## src/rtl/lrd_pkg.sv

```systemverilog
// ----------------------------------------------------------------------------
// Log record deframer package
// Shared phase and result codes, header field sizes, the result record type
// and the negative-timestamp test.
// ----------------------------------------------------------------------------
package lrd_pkg;

   // Header field sizes in bytes.
   localparam logic [3:0] STAMP_BYTES  = 4'd8;
   localparam logic [3:0] IDENT_BYTES  = 4'd2;
   localparam logic [3:0] LENGTH_BYTES = 4'd4;

   // Configuration register indexes.
   localparam logic [7:0] CSR_START_BYTE = 8'd0;
   localparam logic [7:0] CSR_BIG_ENDIAN = 8'd1;

   typedef enum logic [2:0] {
      PH_HUNT    = 3'd0,
      PH_STAMP   = 3'd1,
      PH_IDENT   = 3'd2,
      PH_LENGTH  = 3'd3,
      PH_PAYLOAD = 3'd4,
      PH_CHECK   = 3'd5
   } phase_type;

   typedef enum logic [1:0] {
      KIND_PAYLOAD   = 2'd0,
      KIND_PACKET_OK = 2'd1,
      KIND_SUM_ERROR = 2'd2,
      KIND_TS_ERROR  = 2'd3
   } kind_type;

   typedef struct packed {
      kind_type    kind;
      logic [7:0]  payload_byte;
      logic [15:0] packet_id;
      logic [63:0] timestamp_bits;
      logic [31:0] payload_len;
      logic        last;
   } result_type;

   // True for a negative double: sign set, not minus zero, not a NaN.
   // Minus infinity counts as negative.
   function automatic logic stamp_negative(input logic [63:0] bits);
      logic mag_nonzero;
      logic is_nan;
      begin
         mag_nonzero = |bits[62:0];
         is_nan      = (&bits[62:52]) && (|bits[51:0]);
         return bits[63] && mag_nonzero && !is_nan;
      end
   endfunction

endpackage

```

## src/rtl/log_record_deframer.sv

```systemverilog
// ----------------------------------------------------------------------------
// Log record deframer
// Splits a raw log byte stream into records and reports payload bytes and
// record status together with the decoded header fields.
// ----------------------------------------------------------------------------
// Usage: raw bytes arrive on the req_ channel, one byte per transfer. The
// block hunts for csr start_byte, then reads an 8-byte timestamp, a 2-byte id
// and a 4-byte length in the byte order set by csr big_endian. Each payload
// byte leaves on the rsp_ channel as a kind 0 transfer carrying the header
// fields; the checksum byte that follows gives packet ok or checksum error.
// A negative timestamp gives a timestamp error at once and the hunt resumes.
// Other header bytes and hunted bytes produce no rsp_ transfer.
// The block takes one byte per cycle while the result buffer is not full:
// the byte is captured in an input register, the parser updates its state
// in the next cycle, and any result lands in a two-entry result buffer,
// which presents it on rsp_ and hands it over at an edge with rsp_stall low.
// When the receiver stalls, the buffer absorbs the result in flight and
// req_stall rises once the buffer is full; it is driven from registers only.
// Reset (synchronous, active high) clears the registers to start_byte zero
// and little-endian order, empties the pipeline and returns to hunting.
// Configuration writes are always ready and should be made while idle.
// ----------------------------------------------------------------------------
module log_record_deframer import lrd_pkg::*; (
   input  logic        clock,
   input  logic        reset,
   // Byte input channel
   input  logic        req_valid,
   output logic        req_stall,
   input  logic [7:0]  req_byte_in,
   // Result channel
   output logic        rsp_valid,
   input  logic        rsp_stall,
   output logic [1:0]  rsp_kind,
   output logic [7:0]  rsp_payload_byte,
   output logic [15:0] rsp_packet_id,
   output logic [63:0] rsp_timestamp_bits,
   output logic [31:0] rsp_payload_len,
   output logic        rsp_last,
   // Configuration write channel
   input  logic        csr_valid,
   output logic        csr_ready,
   input  logic [7:0]  csr_index,
   input  logic [7:0]  csr_wdata
);

   logic [7:0]  start_byte_ff;
   logic        big_endian_ff;
   logic        in_valid_ff;
   logic [7:0]  in_byte_ff;
   logic        step;
   logic        req_take;
   logic        res_valid;
   result_type  res_data;
   logic        buf_full;
   result_type  rsp_data;

   // Configuration registers; writes to an unknown index are dropped.
   assign csr_ready = 1'b1;

   always_ff @(posedge clock) begin
      if (reset) begin
         start_byte_ff <= 8'd0;
         big_endian_ff <= 1'b0;
      end else if (csr_valid && csr_ready) begin
         unique case (csr_index)
            CSR_START_BYTE: start_byte_ff <= csr_wdata;
            CSR_BIG_ENDIAN: big_endian_ff <= csr_wdata[0];
            default: ;
         endcase
      end
   end

   // The held byte moves into the parser whenever the result buffer has
   // room, so the input register frees up in the same cycle.
   assign step      = in_valid_ff && !buf_full;
   assign req_stall = in_valid_ff && buf_full;
   assign req_take  = req_valid && !req_stall;

   always_ff @(posedge clock) begin
      if (reset) begin
         in_valid_ff <= 1'b0;
      end else begin
         in_valid_ff <= req_take || (in_valid_ff && !step);
      end
   end

   always_ff @(posedge clock) begin
      if (req_take) begin
         in_byte_ff <= req_byte_in;
      end
   end

   lrd_parse u_parse (
      .clock      (clock),
      .reset      (reset),
      .step       (step),
      .byte_in    (in_byte_ff),
      .start_byte (start_byte_ff),
      .big_endian (big_endian_ff),
      .res_valid  (res_valid),
      .res_data   (res_data)
   );

   lrd_rsp_fifo u_rsp_fifo (
      .clock    (clock),
      .reset    (reset),
      .wr_en    (step && res_valid),
      .wr_data  (res_data),
      .rd_en    (!rsp_stall),
      .full     (buf_full),
      .rd_valid (rsp_valid),
      .rd_data  (rsp_data)
   );

   assign rsp_kind           = rsp_data.kind;
   assign rsp_payload_byte   = rsp_data.payload_byte;
   assign rsp_packet_id      = rsp_data.packet_id;
   assign rsp_timestamp_bits = rsp_data.timestamp_bits;
   assign rsp_payload_len    = rsp_data.payload_len;
   assign rsp_last           = rsp_data.last;

endmodule

```

## src/rtl/lrd_parse.sv

```systemverilog
// ----------------------------------------------------------------------------
// Log record deframer field parser
// Holds the record state machine and header registers, and turns one
// registered byte into at most one result per step.
// ----------------------------------------------------------------------------
module lrd_parse import lrd_pkg::*; (
   input  logic        clock,
   input  logic        reset,
   input  logic        step,
   input  logic [7:0]  byte_in,
   input  logic [7:0]  start_byte,
   input  logic        big_endian,
   output logic        res_valid,
   output result_type  res_data
);

   phase_type   phase_ff, phase_in;
   logic [3:0]  count_ff, count_in;
   logic [63:0] stamp_ff, stamp_in;
   logic [15:0] ident_ff, ident_in;
   logic [31:0] length_ff, length_in;
   logic [31:0] remain_ff, remain_in;
   logic [7:0]  sum_ff, sum_in;
   logic [3:0]  count_inc;
   logic [31:0] remain_dec;

   assign count_inc  = count_ff + 4'd1;
   assign remain_dec = remain_ff - 32'd1;

   always_comb begin
      phase_in  = phase_ff;
      count_in  = count_ff;
      stamp_in  = stamp_ff;
      ident_in  = ident_ff;
      length_in = length_ff;
      remain_in = remain_ff;
      sum_in    = sum_ff;
      res_valid = 1'b0;
      res_data  = '{kind: KIND_PAYLOAD, payload_byte: 8'd0, packet_id: ident_ff,
                    timestamp_bits: stamp_ff, payload_len: length_ff, last: 1'b0};

      unique case (phase_ff)
         PH_STAMP: begin
            stamp_in = big_endian ? {stamp_ff[55:0], byte_in}
                                  : {byte_in, stamp_ff[63:8]};
            count_in = count_inc;
            if (count_inc >= STAMP_BYTES) begin
               count_in = 4'd0;
               if (stamp_negative(stamp_in)) begin
                  phase_in  = PH_HUNT;
                  res_valid = 1'b1;
                  res_data  = '{kind: KIND_TS_ERROR, payload_byte: 8'd0,
                                packet_id: 16'd0, timestamp_bits: stamp_in,
                                payload_len: 32'd0, last: 1'b1};
               end else begin
                  phase_in = PH_IDENT;
               end
            end
         end
         PH_IDENT: begin
            ident_in = big_endian ? {ident_ff[7:0], byte_in}
                                  : {byte_in, ident_ff[15:8]};
            count_in = count_inc;
            if (count_inc >= IDENT_BYTES) begin
               count_in = 4'd0;
               phase_in = PH_LENGTH;
            end
         end
         PH_LENGTH: begin
            length_in = big_endian ? {length_ff[23:0], byte_in}
                                   : {byte_in, length_ff[31:8]};
            count_in = count_inc;
            if (count_inc >= LENGTH_BYTES) begin
               count_in  = 4'd0;
               remain_in = length_in;
               sum_in    = 8'd0;
               phase_in  = (length_in == 32'd0) ? PH_CHECK : PH_PAYLOAD;
            end
         end
         PH_PAYLOAD: begin
            sum_in    = sum_ff + byte_in;
            remain_in = remain_dec;
            if (remain_dec == 32'd0) begin
               phase_in = PH_CHECK;
            end
            res_valid = 1'b1;
            res_data.payload_byte = byte_in;
         end
         PH_CHECK: begin
            phase_in      = PH_HUNT;
            res_valid     = 1'b1;
            res_data.kind = (byte_in == sum_ff) ? KIND_PACKET_OK : KIND_SUM_ERROR;
            res_data.last = 1'b1;
         end
         default: begin
            // Hunting; an unknown phase is treated the same way.
            phase_in = PH_HUNT;
            if (byte_in == start_byte) begin
               phase_in  = PH_STAMP;
               count_in  = 4'd0;
               stamp_in  = 64'd0;
               ident_in  = 16'd0;
               length_in = 32'd0;
               remain_in = 32'd0;
               sum_in    = 8'd0;
            end
         end
      endcase
   end

   always_ff @(posedge clock) begin
      if (reset) begin
         phase_ff  <= PH_HUNT;
         count_ff  <= 4'd0;
         stamp_ff  <= 64'd0;
         ident_ff  <= 16'd0;
         length_ff <= 32'd0;
         remain_ff <= 32'd0;
         sum_ff    <= 8'd0;
      end else if (step) begin
         phase_ff  <= phase_in;
         count_ff  <= count_in;
         stamp_ff  <= stamp_in;
         ident_ff  <= ident_in;
         length_ff <= length_in;
         remain_ff <= remain_in;
         sum_ff    <= sum_in;
      end
   end

endmodule

```

## src/rtl/lrd_rsp_fifo.sv

```systemverilog
// ----------------------------------------------------------------------------
// Log record deframer result buffer
// Two-entry result register that lets the parser keep stepping after the
// receiver raises stall, until both entries are filled.
// ----------------------------------------------------------------------------
module lrd_rsp_fifo import lrd_pkg::*; (
   input  logic        clock,
   input  logic        reset,
   input  logic        wr_en,
   input  result_type  wr_data,
   input  logic        rd_en,
   output logic        full,
   output logic        rd_valid,
   output result_type  rd_data
);

   result_type  mem_ff [2];
   logic        wr_ptr_ff;
   logic        rd_ptr_ff;
   logic [1:0]  count_ff;
   logic        do_rd;

   assign full     = (count_ff == 2'd2);
   assign rd_valid = (count_ff != 2'd0);
   assign rd_data  = mem_ff[rd_ptr_ff];
   assign do_rd    = rd_en && rd_valid;

   always_ff @(posedge clock) begin
      if (wr_en) begin
         mem_ff[wr_ptr_ff] <= wr_data;
      end
   end

   always_ff @(posedge clock) begin
      if (reset) begin
         wr_ptr_ff <= 1'b0;
         rd_ptr_ff <= 1'b0;
         count_ff  <= 2'd0;
      end else begin
         if (wr_en) begin
            wr_ptr_ff <= ~wr_ptr_ff;
         end
         if (do_rd) begin
            rd_ptr_ff <= ~rd_ptr_ff;
         end
         count_ff <= count_ff + {1'b0, wr_en} - {1'b0, do_rd};
      end
   end

endmodule

```

## config.mk

```make
export PLATFORM = sky130hd
export DESIGN_NAME = log_record_deframer
export DESIGN_NICKNAME = d
export VERILOG_FILES = /design/src/rtl/lrd_pkg.sv /design/src/rtl/log_record_deframer.sv /design/src/rtl/lrd_parse.sv /design/src/rtl/lrd_rsp_fifo.sv
export SDC_FILE = /design/constraint.sdc
export NUM_CORES = 1
export LEC_CHECK = 0
export BUFFER_PORTS_ARGS = -buffer_cell sky130_fd_sc_hd__buf_4
export CAP_MARGIN = 20
export CORE_ASPECT_RATIO = 0.8
export CORE_MARGIN = 4
export CORE_UTILIZATION = 60
export CTS_CLUSTER_SIZE = 25
export DETAILED_ROUTE_END_ITERATION = 10
export HOLD_SLACK_MARGIN = 0.12
export PLACE_DENSITY = 0.9
export SYNTH_ARGS = -nofsm -noshare
export SYNTH_HDL_FRONTEND = slang
export SYNTH_SLANG_ARGS = --single-unit
```

## constraint.sdc

```tcl
create_clock -name clock -period 11.6 [get_ports clock]
set_clock_uncertainty 0.15 [all_clocks]
set_input_delay 0.58 -clock clock [delete_from_list [all_inputs] [get_ports clock]]
set_output_delay 0.58 -clock clock [all_outputs]
set_load 0.005 [all_outputs]
```

Word level (Yosys, flattened, before mapping)
Memories as Yosys holds them, arrays and structs flattened. A register that Yosys moved wholly into a read port is not among the register bits.
Cells that the tools add are included.
{"block": "op_classes", "add_sub_neg": 5, "n_mul": 0, "n_div": 0, "n_lt_le_gt_ge": 3, "n_eq_ne": 13, "n_shift": 0, "n_mux": 41, "n_bitwise": 7, "n_reduce_logical": 40}
{"op": "two-way mux 123 bit", "n": 2}
{"op": "two-way mux 64 bit", "n": 2}
{"op": "case mux 64 bit (2 select lines)", "n": 1}
{"op": "two-way mux 112 bit", "n": 1}
{"op": "two-way mux 32 bit", "n": 3}
{"op": "case mux 32 bit (3 select lines)", "n": 1}
{"op": "zero test 32 bit", "n": 2}
{"op": "case mux 32 bit (2 select lines)", "n": 1}
{"op": "OR reduction 63 bit", "n": 1}
{"op": "OR reduction 52 bit", "n": 1}
{"op": "two-way mux 16 bit", "n": 2}
{"op": "case mux 16 bit (2 select lines)", "n": 1}
{"op": "subtractor 32 x 1 -> 32 bit (second input constant)", "n": 1}
{"op": "case mux 8 bit (3 select lines)", "n": 1}
{"op": "equality test 8 bit", "n": 2}
{"op": "two-way mux 4 bit", "n": 4}
{"op": "two-way mux 8 bit", "n": 2}
{"op": "case mux 4 bit (4 select lines)", "n": 1}
{"op": "case mux 8 bit (2 select lines)", "n": 1}
{"op": "case mux 3 bit (5 select lines)", "n": 1}
{"op": "two-way mux 3 bit", "n": 4}
{"op": "AND reduction 3 bit", "n": 4}
{"op": "OR reduction 4 bit", "n": 3}
{"op": "AND reduction 11 bit", "n": 1}
{"op": "30 further kinds", "n": 66}
{"block": "totals", "reg_bits": 181, "latch_bits": 0, "ramBits": 246, "romBits": 0, "word_cells": 124, "mem_count": 1}
{"memory": "u_rsp_fifo.mem_ff", "words": 2, "width": 123, "rd": 1, "rd_clocked_by_memory_dff": 1, "write_ports": 1, "line_no": "lrd_rsp_fifo.sv:17", "text": "result_type mem_ff [2];"}

Logic depth before layout (Yosys ltp)
{"block": "logic_depth", "ltp_word": 11, "ltp_mapped": 17, "depth_no_buf": 13}

Cells and area by module
From an unflattened synthesis, not the netlist that was laid out.
{"block": "hier_totals", "cells_unflattened": 1838, "area_unflattened_um2": 20043.0}
{"module": "lrd_parse", "instances": 1, "cells_per_inst": 1373, "area_per_inst_um2": 9900.7}
{"module": "lrd_rsp_fifo", "instances": 1, "cells_per_inst": 406, "area_per_inst_um2": 9407.8}
{"module": "log_record_deframer", "instances": 1, "cells_per_inst": 59, "area_per_inst_um2": 734.5}

Worst setup path after synthesis
Ideal clock, no wire load.
{"block": "synth_path", "path_kind": "flip-flop to flip-flop", "start": "reg big_endian_ff", "end": "mem u_rsp_fifo.mem_ff[0][0] in the netlist's numbering (enable)", "arrival_time_ns": 7.560, "path_slack_ns": 3.284, "stages_incl_launch_ff": 12, "n_path_buf": 3, "synth_period_minus_slack_ns": 8.316, "cell_sequence": "dfxtp_1 -> buf_2 -> buf_2 -> or4_1 -> nor4_1 -> nand4_1 -> a211oi_1 -> o2111ai_1 -> clkbuf_1 -> a21oi_1 -> inv_1 -> nor2_1"}
{"block": "synth_between", "elab_chain_len": 11, "word_cells_on_any_way": 14, "cone_classes": "6 x mux; 8 x reduce/logical"}
{"element": "start: declaration", "line_no": "log_record_deframer.sv:47", "text": "logic big_endian_ff;"}
{"element": "start signal: assignment", "line_no": "log_record_deframer.sv:67", "text": "CSR_BIG_ENDIAN: big_endian_ff <= csr_wdata[0];"}
{"element": "two-way mux 64 bit (*)", "line_no": "lrd_parse.sv:44", "text": "stamp_in = big_endian ? {stamp_ff[55:0], byte_in}"}
{"element": "OR reduction 52 bit / AND reduction 11 bit (equally long branches)", "line_no": "lrd_pkg.sv:49", "text": "is_nan = (&bits[62:52]) && (|bits[51:0]);"}
{"element": "logical AND 1 bit", "line_no": "lrd_pkg.sv:49"}
{"element": "zero test 1 bit", "line_no": "lrd_pkg.sv:50", "text": "return bits[63] && mag_nonzero && !is_nan;"}
{"element": "logical AND 1 bit (*)", "line_no": "lrd_pkg.sv:50"}
{"element": "two-way mux 1 bit (*)", "line_no": "lrd_parse.sv:49", "text": "if (stamp_negative(stamp_in)) begin"}
{"element": "two-way mux 1 bit (*)", "line_no": "lrd_parse.sv:47", "text": "if (count_inc >= STAMP_BYTES) begin"}
{"element": "case mux 1 bit (2 select lines) (*)", "line_no": "lrd_parse.sv:42", "text": "unique case (phase_ff)"}
{"element": "logical AND 1 bit (*)", "line_no": "log_record_deframer.sv:107", "text": ".wr_en (step && res_valid),"}
{"element": "two-way mux 1 bit (*)", "line_no": "lrd_rsp_fifo.sv:29", "text": "if (wr_en) begin"}
{"element": "two-way mux 1 bit (implied by the code) (*)", "line_no": "lrd_rsp_fifo.sv:30", "text": "mem_ff[wr_ptr_ff] <= wr_data;"}
{"element": "end: declaration", "line_no": "lrd_rsp_fifo.sv:17"}
Mark *: on every way between the ends. The rest lies on a longest branch, timed or not.

Worst setup path after layout
{"block": "layout_path", "start": "reg big_endian_ff", "end": "mem u_rsp_fifo.mem_ff[0][52] in the netlist's numbering (enable)"}
The elaborated chain is that of the path after synthesis.

==> key figures <==
Timing
  – Tcrit/Tclk final: 50.33%
  – Max Freq: 0.1713 GHz
  – Max_slew headroom: 27.04%
  – Final max-slew violation count: 0
  – Unrepaired setup endpoints after global routing: no
  – Period minus WS final: 5.839 ns
  – Final setup vio count: 0
  – Final TNS setup: 0 ns
  – Final hold violations: 0
  – Worst slew pin tran: 1.094 ns

Final layout
  – Post-route insts no fill: 2376
  – P&R area growth vs syn: 15.36%
  – # diodes: 0
  – Nets: 1967
  – Share of cells above drive strength 1: 19.89%
  – Fillers: 2163

CTS
  – Worst-path clk slew: 0.06 ns
  – CTS tree: done
  – Later-pin clock latency in the skew report: 0.55 ns
  – Inserted Clock Buffers: 41
  – Clock Path Buffers: 3
  – CTS root buf: clkbuf_16
  – Clock sink total: 428
  – Cts repair resizes: 0
  – Post-CTS setup buffers: 0
  – H-tree depth: 2

Global routing
  – Global-route wire length before repair: 81070 um
  – Largest net degree at the start of global routing: 94
  – Gr ovfl total: 0
  – Vias in the first global route: 14342
  – GRT Util Overall: 28.51%
  – Initial antenna violation count: 0

Setup path
  – Worst Path Required: 11.62 ns
  – Worst R2R Setup Slack: 5.76 ns
  – Crit Reg-Reg Endpoint: u_rsp_fifo.mem_ff[0][52]
  – Worst Setup End Kind: flip-flop
  – R2R cell count: 11
  – Setup CP Type: reg2reg
  – Worst EP arrival: 5.86 ns
  – Worst Path Max Fanout: 75
  – CP startpoint kind: flip-flop
  – RR Startpoint: big_endian_ff

Drt
  – Via count: 15122
  – Vias per cell: 6.364
  – # DRC: 0
  – Number of DRC markers in iteration 0: 2265
  – Final ANT Viol Nets: 0
  – Router iterations before antenna repair: 6
  – Final wirelength: 52220 um
  – Wirelength per Cell: 21.98 um

Floorplanning
  – Die area: 35630 sq um
  – Starting Density: 61.65%
  – DIE WIDTH: 210.0 um
  – Ports: 155
  – Core footprint: 31790 sq um
  – Die Span Y: 169.6 um
  – Std cell rows: 58

Flow run
  – Max cap viols: 0

Power
  – PD cells: 162.5 nW/um^2
  – Peak VDD IR: 0.0001234 V
  – Pleak: 7.749 nW

Hold path
  – Hold path startpoint: csr_wdata[0]
  – Hold endpoint: big_endian_ff
  – Hold Path Cell Cnt: 3
  – Worst min-delay path category: in2reg

Yosys
  – Top cell type by total area after synthesis: edfxtp_1
  – Number of synthesized register bits: 428
  – Synth top area share: 38.92%
  – Syn nets: 1858
  – Synthesized area: 19600 sq um
  – Synth top area cells: edfxtp_1, dfxtp_1, mux2_2
  – Fraction of the yosys area taken by sequential cells: 56.70%
  – Yosys warns: 0
  – Asr flop ratio synth: 0%
  – Post-synthesis instance total: 1815
  – Ys flop type: edfxtp_1
  – Post-synth EDFFs: 254
  – Yosys cell types: 66
  – Syn avg cell area: 10.80 sq um

Place
  – Placed cell count: 2285
  – IO Port Bufs: 153
  – Post-DP HPWL: 33620 um
  – RePlAce Congestion: 0.9510

Outcome
  – Status: finished clean
-- sequential cells by signal (all words and copies together) (netlist names), named ones only --
signal                cells
u_rsp_fifo.count_ff       2
big_endian_ff             1
u_rsp_fifo.rd_ptr_ff      1
start_byte_ff             8
u_rsp_fifo.mem_ff       246
u_parse.ident_ff         16
u_parse.stamp_ff         64
u_parse.remain_ff        32
u_rsp_fifo.wr_ptr_ff      1
u_parse.sum_ff            8
u_parse.phase_ff          3
u_parse.length_ff        32
in_valid_ff               1
in_byte_ff                8
u_parse.count_ff          4
-- what timing repair did --
item	in CTS	in global routing
hold buffers	13	0
hold endpoints to repair	13	0
endpoints found under the setup margin	0	0
-- per-layer routing --
layer  up-vias  track usage (%)  share of wire (%)
li1       6804                -                  -
met2       932            43.19                 44
met4         0            7.062                2.4
met5         -                0                  0
met3       128            5.674                 12
met1      7258            42.76                 41
-- report_power, final --
group          total (mW)  internal, mW  switching [mW]
clock                1.43         0.854           0.577
combinational       0.573         0.269           0.304
sequential           1.67          1.63          0.0428
-- worst max path at each step --
stage / startpoint / endpoint
finish: big_endian_ff / u_rsp_fifo.mem_ff[0][52]
global placement: big_endian_ff / u_rsp_fifo.mem_ff[0][119]
floorplan: big_endian_ff / u_rsp_fifo.mem_ff[0][0]
CTS: big_endian_ff / u_rsp_fifo.mem_ff[0][52]
detailed placement: big_endian_ff / u_rsp_fifo.mem_ff[0][119]
global route: big_endian_ff / u_rsp_fifo.mem_ff[0][52]
-- cell usage after synthesis, types with 11 or more instances --
cell and number:
dfxtp_1 174, mux2_2 124, a22oi_1 11, nor2_1 270
nor3_1 26, o21ai_0 104, nand4_1 19, a21oi_1 143
mux2i_1 118, and3_1 13, inv_1 13, xnor2_1 26
and2_1 53, o221ai_1 12, nand2_1 131, nor4_1 25
nor2b_1 11, nand3_1 18, ha_1 13, clkbuf_1 100
or3_1 19, edfxtp_1 254, buf_2 12
-- logic make-up (layout without fill, tap and decap cells) --
| logic type | Yosys count | in the layout | synth area share [%] |
|---|---|---|---|
| and+or+nand+nor | 623 | 623 | 14.86 |
| DFF | 428 | 428 | 56.70 |
| AOI/OAI and AO/OA | 335 | 335 | 9.961 |
| muxes | 242 | 242 | 13.15 |
| buffers and inverters | 139 | 280 | 2.893 |
| xor gates and xnor gates | 33 | 33 | 1.475 |
| adders and majority gates | 14 | 14 | 0.9323 |
| other | 1 | 1 | 0.01914 |
-- metrics by stage --
stage / power [mW] / worst slack [ns] / cell area, sq um / hold WS, ns / utilization (%)
finish: 3.673 / 5.761 / 22610 / 0.1647 / 71.12
floorplan: 2.054 / 3.284 / 19600 / 0.2856 / -
detailed placement: 2.259 / 5.814 / 21000 / 0.3022 / 66.07
CTS: 3.675 / 5.769 / 22580 / 0.1535 / 71.02
global route: 3.790 / 5.427 / 22610 / 0.1605 / 71.12
global placement: 2.253 / 5.955 / 20990 / 0.2921 / 66.03
-- cell usage in the layout (no fill, tap or decap), types with 25 or more instances in the layout --
| cell type | instances |
|---|---|
| dfxtp_1 | 172 |
| nand2_1 | 130 |
| nor3_1 | 25 |
| mux2_2 | 124 |
| clkbuf_16 | 41 |
| xnor2_1 | 26 |
| buf_4 | 176 |
| o21ai_0 | 104 |
| nor2_1 | 269 |
| nor4_1 | 25 |
| and2_1 | 52 |
| edfxtp_1 | 254 |
| a21oi_1 | 143 |
| mux2i_1 | 118 |
-- final cells by class --
| cell class | instances | area [sq um] | share of cell area [%] |
|---|---|---|---|
| flip-flops and latches | 428 | 11120 | 49.18 |
| multi-input cells | 1248 | 7980 | 35.30 |
| repair buffers | 192 | 1489 | 6.587 |
| clock buffers | 52 | 1097 | 4.854 |
| well taps | 420 | 525.5 | 2.325 |
| clock inverters | 23 | 346.6 | 1.533 |
| inverters | 13 | 48.80 | 0.2159 |
-- worst max-delay path, stage by stage (launching register included) --
cell	delay, ns
dfxtp_4	1.06
buf_4	0.84
nor4b_1	0.35
nand3_1	0.13
a21o_1	0.23
a211oi_1	0.42
o2111ai_4	0.20
a21oi_1	0.29
inv_1	0.14
nor2_4	0.09
buf_4	0.74
buf_4	0.71
Note: power is estimated with default switching activity, not from simulation.
